File: config.mk
export PLATFORM = sky130hd
export DESIGN_NAME = touch_median_scale_events
export DESIGN_NICKNAME = d
export VERILOG_FILES = /design/src/design/tmse_pkg.sv /design/src/design/tmse_median3.sv /design/src/design/tmse_scale.sv /design/src/design/touch_median_scale_events.sv
export SDC_FILE = /design/constraint.sdc
export NUM_CORES = 1
export LEC_CHECK = 0
export BUFFER_PORTS_ARGS = -buffer_cell sky130_fd_sc_hd__buf_2
export CORE_ASPECT_RATIO = 1.5
export CORE_MARGIN = 2
export CORE_UTILIZATION = 55
export CTS_BUF_LIST = sky130_fd_sc_hd__clkbuf_4
export DETAILED_ROUTE_END_ITERATION = 8
export GPL_TIMING_DRIVEN = 0
export PLACE_DENSITY = 0.8
export SLEW_MARGIN = 20
export SYNTH_ARGS = -nofsm -noshare
export SYNTH_HDL_FRONTEND = slang
export SYNTH_HIERARCHICAL = 1
export SYNTH_SLANG_ARGS = --single-unit
File: constraint.sdc
create_clock -name clk -period 9.9 [get_ports clk]
set_input_delay 1.98 -clock clk [delete_from_list [all_inputs] [get_ports clk]]
set_output_delay 1.98 -clock clk [all_outputs]
set_load 0.01 [all_outputs]
File: src/design/tmse_pkg.sv
// tmse_pkg: shared types and constants of the touch median / scale / event block
// used by tmse_scale, the top level and the port checker
// no dependencies
`default_nettype none

package tmse_pkg;

	// screen size registers and scaled positions
	localparam int SIZE_W = 13;
	localparam int POS_W = 12;
	localparam logic [SIZE_W-1:0] POS_MAX = 13'd4095;

	// configuration register indexes
	localparam int CFG_IDX_W = 1;
	localparam logic [CFG_IDX_W-1:0] REG_HSIZE = 1'd0;
	localparam logic [CFG_IDX_W-1:0] REG_VSIZE = 1'd1;

	localparam logic [SIZE_W-1:0] HSIZE_RST = 13'd320;
	localparam logic [SIZE_W-1:0] VSIZE_RST = 13'd240;

	// event codes
	localparam int KIND_W = 2;
	typedef enum logic [KIND_W-1:0] {
		KIND_DOWN = 2'd0,
		KIND_MOVE = 2'd1,
		KIND_UP = 2'd2
	} event_kind_t;

	// control carried by the input stage
	typedef struct packed {
		logic emit;
		event_kind_t kind;
	} tmse_ctl_t;

endpackage

`default_nettype wire

File: src/design/tmse_median3.sv
// tmse_median3: median of three unsigned samples, pure combinational
// depends on nothing
`default_nettype none

module tmse_median3 #(
	parameter int W = 12
) (
	input wire logic [W-1:0] a,
	input wire logic [W-1:0] b,
	input wire logic [W-1:0] c,
	output logic [W-1:0] med
);

	logic [W-1:0] lo;
	logic [W-1:0] hi;
	logic [W-1:0] mid;

	always_comb begin
		lo = (a < b) ? a : b;
		hi = (a < b) ? b : a;
		mid = (hi < c) ? hi : c;
		med = (lo > mid) ? lo : mid;
	end

endmodule

`default_nettype wire

File: src/design/tmse_scale.sv
// tmse_scale: raw median to screen pixel, (med * size) >> RAW_BITS with saturation
// depends on tmse_pkg
`default_nettype none

module tmse_scale #(
	parameter int RAW_BITS = 12
) (
	input wire logic [RAW_BITS-1:0] med,
	input wire logic [tmse_pkg::SIZE_W-1:0] size,
	output logic [tmse_pkg::POS_W-1:0] pos
);

	localparam int PROD_W = RAW_BITS + tmse_pkg::SIZE_W;

	logic [PROD_W-1:0] prod;
	logic [tmse_pkg::SIZE_W-1:0] shifted;

	assign prod = PROD_W'(med) * PROD_W'(size);
	assign shifted = prod[PROD_W-1:RAW_BITS];

	// clamp to the largest pixel position
	assign pos = (shifted > tmse_pkg::POS_MAX) ? tmse_pkg::POS_W'(tmse_pkg::POS_MAX)
		: shifted[tmse_pkg::POS_W-1:0];

endmodule

`default_nettype wire

File: src/design/touch_median_scale_events.sv
// touch_median_scale_events: top level, input stage, event decision, output register
// depends on tmse_pkg, tmse_median3, tmse_scale
//
// channel  dir  handshake          payload
// s_*      in   tvalid/tready      tuser: pen_down; tdata: x0 x1 x2 y0 y1 y2
// m_*      out  tvalid/tready      tuser: event_kind; tdata: touch_x touch_y
// cfg_*    in   cfg_we, no wait    cfg_index selects horizontal/vertical size
//
// one word accepted per cycle while the output is not stalled; an accepted word is
// registered in the input stage, and its event then in the output register
// the median network plus one multiplier per axis between the input stage and the
// output register sets the cycle time
// arst_n clears the touched flag, the valid bits and restores default screen sizes
// a stalled output holds its word; while the output register waits, the input stage
// takes words only while it is empty or holds a word without event, and stops when both are full
`default_nettype none

module touch_median_scale_events #(
	parameter int RAW_BITS = 12
) (
	input wire logic clk,
	input wire logic arst_n,
	// configuration write port
	input wire logic cfg_we,
	input wire logic [tmse_pkg::CFG_IDX_W-1:0] cfg_index,
	input wire logic [tmse_pkg::SIZE_W-1:0] cfg_wdata,
	// poll words
	input wire logic s_tvalid,
	output logic s_tready,
	// sample_x0, sample_x1, sample_x2, sample_y0, sample_y1, sample_y2, zero fill
	input wire logic [((6*RAW_BITS+7)/8)*8-1:0] s_tdata,
	// pen_down
	input wire logic s_tuser,
	// event words
	output logic m_tvalid,
	input wire logic m_tready,
	// touch_x, touch_y
	output logic [2*tmse_pkg::POS_W-1:0] m_tdata,
	// event_kind
	output logic [tmse_pkg::KIND_W-1:0] m_tuser
);

	localparam int NSMP = 3;

	// configuration registers
	logic [tmse_pkg::SIZE_W-1:0] hsize_q;
	logic [tmse_pkg::SIZE_W-1:0] vsize_q;

	always_ff @(posedge clk or negedge arst_n) begin
		if (!arst_n) begin
			hsize_q <= tmse_pkg::HSIZE_RST;
			vsize_q <= tmse_pkg::VSIZE_RST;
		end else if (cfg_we) begin
			case (cfg_index)
				tmse_pkg::REG_HSIZE: hsize_q <= cfg_wdata;
				tmse_pkg::REG_VSIZE: vsize_q <= cfg_wdata;
				default: ;
			endcase
		end
	end

	// handshake flow
	logic vld_s1;
	tmse_pkg::tmse_ctl_t ctl_s1;
	logic out_vld_q;
	logic out_free;
	logic s1_move;
	logic s_acc;

	assign out_free = !out_vld_q || m_tready;
	// a word that makes no event leaves the input stage without the output register
	assign s1_move = !ctl_s1.emit || out_free;
	assign s_tready = !vld_s1 || s1_move;
	assign s_acc = s_tvalid && s_tready;

	// touched flag and event decision, taken at accept so words can follow back to back
	logic touch_active_q;
	tmse_pkg::tmse_ctl_t ctl_in;

	always_comb begin
		ctl_in.emit = s_tuser || touch_active_q;
		if (s_tuser) begin
			ctl_in.kind = touch_active_q ? tmse_pkg::KIND_MOVE : tmse_pkg::KIND_DOWN;
		end else begin
			ctl_in.kind = tmse_pkg::KIND_UP;
		end
	end

	always_ff @(posedge clk or negedge arst_n) begin
		if (!arst_n) begin
			touch_active_q <= 1'b0;
			vld_s1 <= 1'b0;
		end else begin
			if (s_acc) begin
				touch_active_q <= s_tuser;
				vld_s1 <= 1'b1;
			end else if (s1_move) begin
				vld_s1 <= 1'b0;
			end
		end
	end

	// input stage payload
	logic [RAW_BITS-1:0] smp_x_s1 [NSMP];
	logic [RAW_BITS-1:0] smp_y_s1 [NSMP];

	always_ff @(posedge clk) begin
		if (s_acc) begin
			ctl_s1 <= ctl_in;
		end
	end

	for (genvar i = 0; i < NSMP; i++) begin : g_smp
		always_ff @(posedge clk) begin
			if (s_acc) begin
				smp_x_s1[i] <= s_tdata[RAW_BITS*i +: RAW_BITS];
				smp_y_s1[i] <= s_tdata[RAW_BITS*(NSMP+i) +: RAW_BITS];
			end
		end
	end

	// median and scaling for both axes
	logic [RAW_BITS-1:0] med_x;
	logic [RAW_BITS-1:0] med_y;
	logic [tmse_pkg::POS_W-1:0] pos_x;
	logic [tmse_pkg::POS_W-1:0] pos_y;

	tmse_median3 #(.W(RAW_BITS)) u_med_x (
		.a(smp_x_s1[0]),
		.b(smp_x_s1[1]),
		.c(smp_x_s1[2]),
		.med(med_x)
	);

	tmse_median3 #(.W(RAW_BITS)) u_med_y (
		.a(smp_y_s1[0]),
		.b(smp_y_s1[1]),
		.c(smp_y_s1[2]),
		.med(med_y)
	);

	tmse_scale #(.RAW_BITS(RAW_BITS)) u_scale_x (
		.med(med_x),
		.size(hsize_q),
		.pos(pos_x)
	);

	tmse_scale #(.RAW_BITS(RAW_BITS)) u_scale_y (
		.med(med_y),
		.size(vsize_q),
		.pos(pos_y)
	);

	// output register
	logic out_load;
	logic is_up;
	tmse_pkg::event_kind_t kind_q;
	logic [tmse_pkg::POS_W-1:0] x_q;
	logic [tmse_pkg::POS_W-1:0] y_q;

	assign out_load = vld_s1 && ctl_s1.emit && out_free;
	assign is_up = (ctl_s1.kind == tmse_pkg::KIND_UP);

	always_ff @(posedge clk or negedge arst_n) begin
		if (!arst_n) begin
			out_vld_q <= 1'b0;
		end else if (out_load) begin
			out_vld_q <= 1'b1;
		end else if (m_tready) begin
			out_vld_q <= 1'b0;
		end
	end

	always_ff @(posedge clk) begin
		if (out_load) begin
			kind_q <= ctl_s1.kind;
			// up events report no position
			x_q <= is_up ? '0 : pos_x;
			y_q <= is_up ? '0 : pos_y;
		end
	end

	assign m_tvalid = out_vld_q;
	assign m_tuser = kind_q;
	assign m_tdata = {y_q, x_q};

endmodule

`default_nettype wire

* After elaboration in Yosys (flattened, before gate mapping) *
Memories as Yosys holds them, arrays and structs flattened.
Cells that the tools add are included.
Widths: inputs -> output; s select.

storage, ports and cells
  register bits after elaboration = 58
  bits in writable memories = 72
  bits of input ports = 92
  memories = 2

operators by class
  multiply operators = 2
  magnitude comparators = 8
  eq/ne operators = 1
  muxes and demuxes = 17
  bitwise logic cells = 1
  reduce and logical (&&, ||, !) cells = 14

memories
  name      words  bits a word  rd ports  clocked after memory_dff  write ports  RTL line                          text
  smp_x_s1  3      12           3         0                         3            touch_median_scale_events.sv:104  logic [RAW_BITS-1:0] smp_x_s1 [NSMP];
  smp_y_s1  3      12           3         0                         3            touch_median_scale_events.sv:105  logic [RAW_BITS-1:0] smp_y_s1 [NSMP];

operators with widths
  kind                  count
  $mux 12               10
  $mul 12x13->25        2
  $lt 12x12->1          4
  $gt 13x12->1 const B  2
  $gt 12x12->1          2
  $mux 1                7
  $logic_or 1x1->1      4
  $reduce_and 2->1      2
  $reduce_bool 2->1     2
  $logic_and 1x1->1     3
  $logic_not 1->1       3
  $eq 2x2->1 const B    1
  $not 1->1             1

* Logic depth before layout (Yosys ltp) *
Gate-level depths: netlist of run 1.

  depth in word-level cells = 9
  mapped depth = 50
  gate-level depth less buffers = 42

* Hierarchy *
Netlist of run 1, hierarchy kept.

modules (own cells, without submodules)
  module                     instances  cells each  area each (um^2)
  tmse_scale (u_scale_x)     1          648         5313.8
  tmse_scale (u_scale_y)     1          622         5154.9
  touch_median_scale_events  1          199         4357.9
  tmse_median3               2          190         1460.2

* Worst setup path before layout of run 1 *
Ideal clock, no wire load.

  path kind = reg2reg
  start point = mem smp_y_s1[0][10]
  end point = reg y_q[10] in the netlist's numbering, data pin
  setup time = 255 ps
  data arrival time = 9860 ps
  path slack = -215 ps
  cell stages (with the launch flop) = 45
  path buffers = 7
  clock period less this slack = 10115 ps
  cells stage by stage = edfxtp_1 > ha_1 > and4_1 > nand3_1 > a21oi_2 > a21o_1 > buf_2 > buf_4 > mux2_2 > ha_1 > a21o_1 > a21oi_1 > nand4b_1 > o31ai_4 > buf_8 > mux2i_1 > ha_1 > and2_1 > (+9 left out) > nand2_1 > fa_1 > fa_1 > fa_1 > inv_1 > fa_1 > inv_1 > fa_1 > inv_1 > ha_1 > nand4_2 > nor4_4 > nor3_2 > or3_4 > a21oi_4 > buf_6 > o22ai_2 > and2_1

RTL lines
  item                    RTL line                          text
  start: declaration      touch_median_scale_events.sv:105
  end signal: assignment  touch_median_scale_events.sv:179  y_q <= is_up ? '0 : pos_y;
  end: declaration        touch_median_scale_events.sv:159  logic [tmse_pkg::POS_W-1:0] y_q;

==> results.rst, run 1 <==
.. list-table::
   :header-rows: 1

   * - Metric
     - Value
   * - Outcome
     - finished with violations
   * - Violations in the final reports
     - setup timing
   * - CTS H-tree lvls
     - 4
   * - Commonest non-fill, non-tap cells in the layout
     - sky130_fd_sc_hd__inv_1 (322), sky130_fd_sc_hd__nand2_1 (217), sky130_fd_sc_hd__fa_1 (201)
   * - Clock tree from TritonCTS
     - built
   * - Worst clock skew on the final layout
     - 0.0382 ns
   * - X dimension of the die
     - 151 um
   * - Post-DP HPWL
     - 35900 um
   * - Via density
     - 6.40
   * - Data required time of the worst path
     - between 10 and 15 ns
   * - Worst Path Max Fanout
     - 10
   * - Total wire length
     - 67200 um
   * - Maximum number of pins on one net before global-route repair
     - 77
   * - Startpoint type of the worst setup path
     - register
   * - Critical-path top delay cell
     - sky130_fd_sc_hd__fa_1
   * - Core Region
     - 31800 sq um
   * - Layout overhead on the synthesized area
     - 30.8%
   * - Cell occurring most often along the worst timing path
     - sky130_fd_sc_hd__fa_1
   * - Worst-margin pin slew
     - around 1.1 ns
   * - Source of the worst register-to-register timing path
     - smp_y_s1[0][11]$_DFFE_PP_
   * - Inserted Clock Buffers
     - 17
   * - Vert. Die Dim
     - 224 um
   * - Cell taking the most area after synthesis
     - sky130_fd_sc_hd__fa_1
   * - Total Routing Usage GR
     - approximately 34%
   * - Critical Path Sink Type
     - register
   * - Unrepaired setup endpoints after global routing
     - true
   * - Final Net Count
     - 2674
   * - Root Driver
     - sky130_fd_sc_hd__clkbuf_4
   * - Maximum cell stage delay along the critical path
     - between 0.5 and 0.6 ns
   * - Number of DRC violations after detailed routing
     - 0
   * - Shortest period the worst path allows
     - 11.28 ns
   * - Via count
     - 16700
   * - Area of placed instances
     - 18900 sq um
   * - Count of maximum capacitance violations
     - 0
   * - Std cell rows
     - 80
   * - Number of hold violations in the final report
     - 0
   * - Final number of max-transition violations
     - 0
   * - Number of storage elements in the synthesis netlist
     - 130
   * - Final Wtd Congestion
     - 0.971
   * - End of the worst register-to-register path
     - y_q[9]$_SDFFCE_PN0P_
   * - Number of filler instances in the final layout
     - 1893
   * - Sequential cell area fraction in the yosys report
     - 21.2%
   * - Path category of the worst min-delay check
     - reg -> reg
   * - Biggest area contributors in the synthesized netlist
     - sky130_fd_sc_hd__fa_1 (25%), sky130_fd_sc_hd__edfxtp_1 (17%), sky130_fd_sc_hd__ha_1 (13%)
   * - Number of primary I/O pins
     - between 100 and 150
   * - Final period util
     - 114%
   * - Vias in the first global route
     - 17200
   * - Initial antenna violation count
     - 10
   * - Most frequent standard cell in the layout excluding fill and tap cells
     - sky130_fd_sc_hd__inv_1
   * - Minimum setup slack among reg-to-reg paths
     - -1.38 ns
   * - Initial detailed-routing violation count
     - roughly 2100
   * - Hold Path Origin
     - ctl_s1[0]$_SDFFCE_PN0P_
   * - Average routed wire per standard cell
     - 25.8 um
   * - Arrival time at the worst endpoint
     - 11.72 ns
   * - Skew-Pair Late Insertion Delay
     - approximately 0.69 ns
   * - Bufs on Longest Clock Path
     - 2
   * - Worst Reg2Reg Path Length in Cells
     - 46
   * - Number of nets in the synthesized netlist
     - 2345
   * - Critical path type
     - reg -> reg
   * - Share of the synthesized area in the top cell type
     - between 20% and 30%
   * - Clock Sinks
     - 130
   * - Number of distinct library cell variants in the gate-level netlist after synthesis
     - 85
   * - Finished layout cell area
     - around 23000 sq um
   * - Post-Synthesis Cells
     - 1849
   * - Post-Route Utilization
     - 72.9%
   * - Drt pass-1 iters
     - 9
   * - Number of synthesized flops with an enable pin
     - 101
   * - Post-layout instance count excluding filler cells
     - 2607
   * - Number of routed nets with antenna violations
     - 0
   * - Clock Pin Slew Worst Setup and Hold Paths
     - 0.16 ns
   * - Total global routing overflow
     - 0
   * - First-pass GRT wire length
     - 87600 um
   * - Effective utilization at floorplan
     - 55.8%
   * - Achievable Freq
     - 0.0886 GHz
   * - Port Buf Inserts
     - 119
   * - Cell Area, Synth
     - 17700 sq um
   * - Die area
     - 33800 sq um
   * - Most used flip-flop cell after synthesis
     - sky130_fd_sc_hd__edfxtp_1
   * - Number of warnings printed during yosys synthesis
     - 6
   * - Average cell area after synthesis
     - 9.60 sq um
   * - Hold Path Depth
     - 0
   * - Layout cell share with drive strength beyond 1
     - 36.0%
   * - Final count of negative-setup-slack endpoints
     - 24
   * - Capture endpoint of the worst hold path
     - m_tuser[0]$_DFFE_PP_
   * - DP Cell Count
     - 2379
   * - Remaining max-slew budget at the tightest pin
     - 25.8%
   * - Least setup slack across all paths after layout
     - -1.38 ns
   * - Share of flip-flops with an asynchronous set or reset
     - 22.3%
## metal layers
layer / vias to the layer above / track usage, % / share of wire (%)
li1: 6664 / - / -
met1: 7962 / 33.8 / 30
met2: 1436 / 60.0 / 48
met3: 624 / 6.54 / 11
met4: 8 / 29.1 / 11
met5: - / 0 / 0.18
## area by class of cell
cell class              instances  area [sq um]  area share, %
repair buffers                311          2270           9.80
plain buffers                  78           776           3.34
inverters                     348          1310           5.63
clock buffers                  17           128          0.550
well taps                     410           513           2.21
diodes                          6          15.0         0.0647
multi-input cells            1292         14200           61.4
flip-flops and latches        130          3770           16.2
clock inverters                15           188          0.809
## cell usage after synthesis, types with 23 or more instances
cell type	number
sky130_fd_sc_hd__a21o_1	26
sky130_fd_sc_hd__a21oi_1	62
sky130_fd_sc_hd__and2_1	138
sky130_fd_sc_hd__clkbuf_1	59
sky130_fd_sc_hd__dfrtp_1	23
sky130_fd_sc_hd__edfxtp_1	101
sky130_fd_sc_hd__fa_1	218
sky130_fd_sc_hd__ha_1	186
sky130_fd_sc_hd__inv_1	348
sky130_fd_sc_hd__mux2_2	70
sky130_fd_sc_hd__nand2_1	262
sky130_fd_sc_hd__nor2_1	33
sky130_fd_sc_hd__o21ai_0	42
## critical path, delay by kind of cell (launching register included)
kind                       cells  cell delay, ns
adders and majority gates      9            3.64
AOI/OAI and AO/OA             11            2.29
and+or+nand+nor               12            2.14
buffers and inverters         12            1.60
muxes                          2            0.83
DFF                            1            0.49
## flip-flops by register name, summed over array words and instances (netlist names)
signal and cells:
smp_y_s1 36, y_q 12, ctl_s1 3, m_tvalid 1, vsize_q 13, vld_s1 1
touch_active_q 1, x_q 12, hsize_q 13, smp_x_s1 36, m_tuser 2
## how the worst max path moves through the flow
stage,cells past startpoint,endpoint,from,slack (ns)
final,46,y_q[9]$_SDFFCE_PN0P_,smp_y_s1[0][11]$_DFFE_PP_,-1.38
after floorplan,43,y_q[10]$_SDFFCE_PN0P_,smp_y_s1[0][10]$_DFFE_PP_,0.01
after CTS,46,x_q[0]$_SDFFCE_PN0P_,smp_x_s1[0][17]$_DFFE_PP_,-0.04
after detailed placement,44,y_q[10]$_SDFFCE_PN0P_,smp_y_s1[0][10]$_DFFE_PP_,-1.52
after global placement,42,x_q[9]$_SDFFCE_PN0P_,smp_x_s1[0][10]$_DFFE_PP_,-1.46
after global routing,45,y_q[9]$_SDFFCE_PN0P_,smp_y_s1[0][11]$_DFFE_PP_,-1.62
## kinds of logic after synthesis
logic type               after synthesis  synth area share, %
AND/OR/NAND/NOR                      537                 15.3
multiplexers                          93                 5.77
XOR/XNOR                              16                0.790
adder cells (fa/ha/maj)              404                 37.7
buffers and inverters                427                 9.61
flip-flops                           130                 21.2
AO/OA/AOI/OAI                        242                 9.56
## metrics by stage
stage	hold slack (ns)	setup WS, ns	setup TNS (ns)
CTS	0.463	-0.0421	-0.178
finish	0.466	-1.38	-28.25
global placement	0.452	-1.46	-30.05
global route	0.473	-1.62	-31.88
detailed placement	0.442	-1.52	-34.22
floorplan	0.417	0.0128	0
## timing repair
item / in CTS / in global routing
gates cloned: 17 / 1
resized for setup: 328 / 185
endpoints found under the setup margin: 24 / 24
hold buffers: 0 / 0
pin swaps: 105 / 136
buffers inserted: 112 / 63
Power of run 1 is not shown: default switching activity piles up to over one toggle a cycle in this logic, so the estimate is an artifact.
==> run 2: changes to the inputs <==
--- a/config.mk
+++ b/config.mk
@@ -5,14 +5,14 @@
 export SDC_FILE = /design/constraint.sdc
 export NUM_CORES = 1
 export LEC_CHECK = 0
-export BUFFER_PORTS_ARGS = -buffer_cell sky130_fd_sc_hd__buf_2
 export CORE_ASPECT_RATIO = 1.5
 export CORE_MARGIN = 2
 export CORE_UTILIZATION = 55
 export CTS_BUF_LIST = sky130_fd_sc_hd__clkbuf_4
 export DETAILED_ROUTE_END_ITERATION = 8
+export DONT_BUFFER_PORTS = 1
 export GPL_TIMING_DRIVEN = 0
-export PLACE_DENSITY = 0.8
+export PLACE_DENSITY = 0.77
 export SLEW_MARGIN = 20
 export SYNTH_ARGS = -nofsm -noshare
 export SYNTH_HDL_FRONTEND = slang
==> run 2 against run 1 <==
The flow still finishes with violations (setup timing). Setup slack better by 0.48 ns. Die area did not move. Clock-buffer cell count stayed put. Utilization down 2.8 points. Final cell count shrank 4.4%.
==> results.rst, run 2 (synthesized netlist as in run 1, its figures left out) <==
.. list-table::
   :header-rows: 1

   * - Metric
     - Value
   * - Total global routing overflow
     - 0
   * - Clock tree from TritonCTS
     - built
   * - Std cell rows
     - 80
   * - Final number of max-transition violations
     - 0
   * - Outcome
     - finished with violations
   * - Unrepaired setup endpoints after global routing
     - true
   * - Root Driver
     - sky130_fd_sc_hd__clkbuf_4
   * - Final period util
     - 109%
   * - Amount of wire on met3 after detailed routing
     - 4050 um
   * - Worst setup timing slack at the placement stage
     - -1.64 ns
   * - Layout overhead on the synthesized area
     - 25.8%
   * - Skew-Pair Late Insertion Delay
     - 0.64 ns
   * - Tightest hold margin
     - 0.468 ns
   * - Clock Sinks
     - 130
   * - Effective utilization at floorplan
     - 55.8%
   * - Area of placed instances
     - 18300 sq um
   * - Crit-path leading delay family
     - adder cells
   * - Initial detailed-routing violation count
     - 1354
   * - Worst Path Max Fanout
     - 10
   * - Drt pass-1 iters
     - 8
   * - Arrival time at the worst endpoint
     - 11.16 ns
   * - Path category of the worst min-delay check
     - reg -> reg
   * - Critical path type
     - reg -> reg
   * - Clock Pin Slew Worst Setup and Hold Paths
     - 0.16 ns
   * - Port Buf Inserts
     - 0
   * - Number of hold violations in the final report
     - 0
   * - Number of primary I/O pins
     - 120
   * - CTS H-tree lvls
     - 4
   * - Vert. Die Dim
     - 224 um
   * - Largest registers in the final layout
     - smp_x_s1 x36, smp_y_s1 x36
   * - Routed wire length on met2
     - 28900 um
   * - Count of buffer and inverter cells on the critical path
     - 14
   * - Least setup slack across all paths after layout
     - -0.908 ns
   * - Core Region
     - approximately 32000 sq um
   * - Most frequent standard cell in the layout excluding fill and tap cells
     - sky130_fd_sc_hd__inv_1
   * - Maximum number of pins on one net before global-route repair
     - 77
   * - Final Wtd Congestion
     - ~0.94
   * - Total Routing Usage GR
     - 31.8%
   * - Maximum cell stage delay along the critical path
     - 0.55 ns
   * - Data required time of the worst path
     - slightly above 10 ns
   * - Initial antenna violation count
     - 6
   * - Achievable Freq
     - 0.0925 GHz
   * - X dimension of the die
     - 151 um
   * - Inserted Clock Buffers
     - 17
   * - Bufs on Longest Clock Path
     - 2
   * - Highest metal layer with signal wires
     - met4
   * - Via density
     - slightly above 6
   * - Vias in the first global route
     - 16200
   * - Commonest non-fill, non-tap cells in the layout
     - sky130_fd_sc_hd__inv_1 (335), sky130_fd_sc_hd__nand2_1 (237), sky130_fd_sc_hd__fa_1 (208)
   * - Met1 wire length
     - 18500 um
   * - Shortest period the worst path allows
     - between 10 and 15 ns
   * - Number of routed nets with antenna violations
     - 0
   * - Startpoint type of the worst setup path
     - register
   * - Post-DP HPWL
     - 35400 um
   * - Die area
     - 33800 sq um
   * - Average routed wire per standard cell
     - 23.1 um
   * - Number of DRC violations after detailed routing
     - 0
   * - Critical-path top delay cell
     - sky130_fd_sc_hd__fa_1
   * - Final Net Count
     - 2560
   * - Violations in the final reports
     - setup timing
   * - Critical Path Sink Type
     - register
   * - Worst-margin pin slew
     - roughly 1.1 ns
   * - Finished layout cell area
     - 22300 sq um
   * - Layout cell share with drive strength beyond 1
     - 30.2%
   * - Via count
     - between 15000 and 20000
   * - Remaining max-slew budget at the tightest pin
     - 28.0%
   * - Total wire length
     - ~58000 um
   * - Count of maximum capacitance violations
     - 0
   * - Worst clock skew on the final layout
     - 0.0640 ns
   * - First-pass GRT wire length
     - slightly above 80000 um
   * - Final count of negative-setup-slack endpoints
     - 24
[run 2: cell types whose count changed in the layout (fill, tap and decap cells not counted), sizes merged, moves of 2 or more]
cell	previous run	this run
clkinv	6	4
buf	341	215
clkbuf	65	76
clkinvlp	0	3
[run 2: cell type report]
cell class | instances | area [sq um]
sequential | 130 | 3770
clock buffer | 17 | 128
multi-input combinational | 1292 | 14000
inverter | 348 | 1310
clock inverter | 15 | 145
buffer | 76 | 712
tap | 410 | 513
fill | 2091 | 9500
antenna | 5 | 12.5
timing repair buffer | 199 | 1720
[run 2: timing repair]
action                                  in CTS  in global routing
endpoints found under the setup margin      24                 24
gates cloned                                13                  0
gates resized for setup                    355                 69
pin swaps                                  136                 60
buffers inserted                           151                 35
hold buffers                                 0                  0
[run 2: worst paths after layout]
path / from / to / slack (ns) / cells past startpoint
setup / recovery: smp_y_s1[0][17]$_DFFE_PP_ / y_q[9]$_SDFFCE_PN0P_ / -0.91 / 46
hold / removal: ctl_s1[1]$_SDFFCE_PN1P_ / m_tuser[1]$_DFFE_PP_ / 0.47 / 0
setup reg to reg: smp_y_s1[0][17]$_DFFE_PP_ / y_q[9]$_SDFFCE_PN0P_ / -0.91 / 46
hold reg to reg: ctl_s1[1]$_SDFFCE_PN1P_ / m_tuser[1]$_DFFE_PP_ / 0.47 / 0
max in group asynchronous: arst_n / vsize_q[7]$_DFFE_PN1P_ / 8.65 / 0
min in group asynchronous: arst_n / hsize_q[1]$_DFFE_PN0P_ / 1.00 / 0
[run 2: per-stage QoR]
step	instances	TNS (ns)	utilization, %
floorplan	1849	0	-
global route	2492	-23.82	70.1
CTS	2453	-1.35	68.3
detailed placement	2259	-35.79	57.6
finish	2492	-20.12	70.1
global placement	2259	-32.27	57.6
[run 2: metal layers]
metal  up-vias  global-route usage (%)
met3       441                    4.46
met2       976                    57.0
met1      7505                    32.1
met4         0                    25.8
li1       6433                       -
met5         -                       0
Power of run 2 is left out for the same reason.
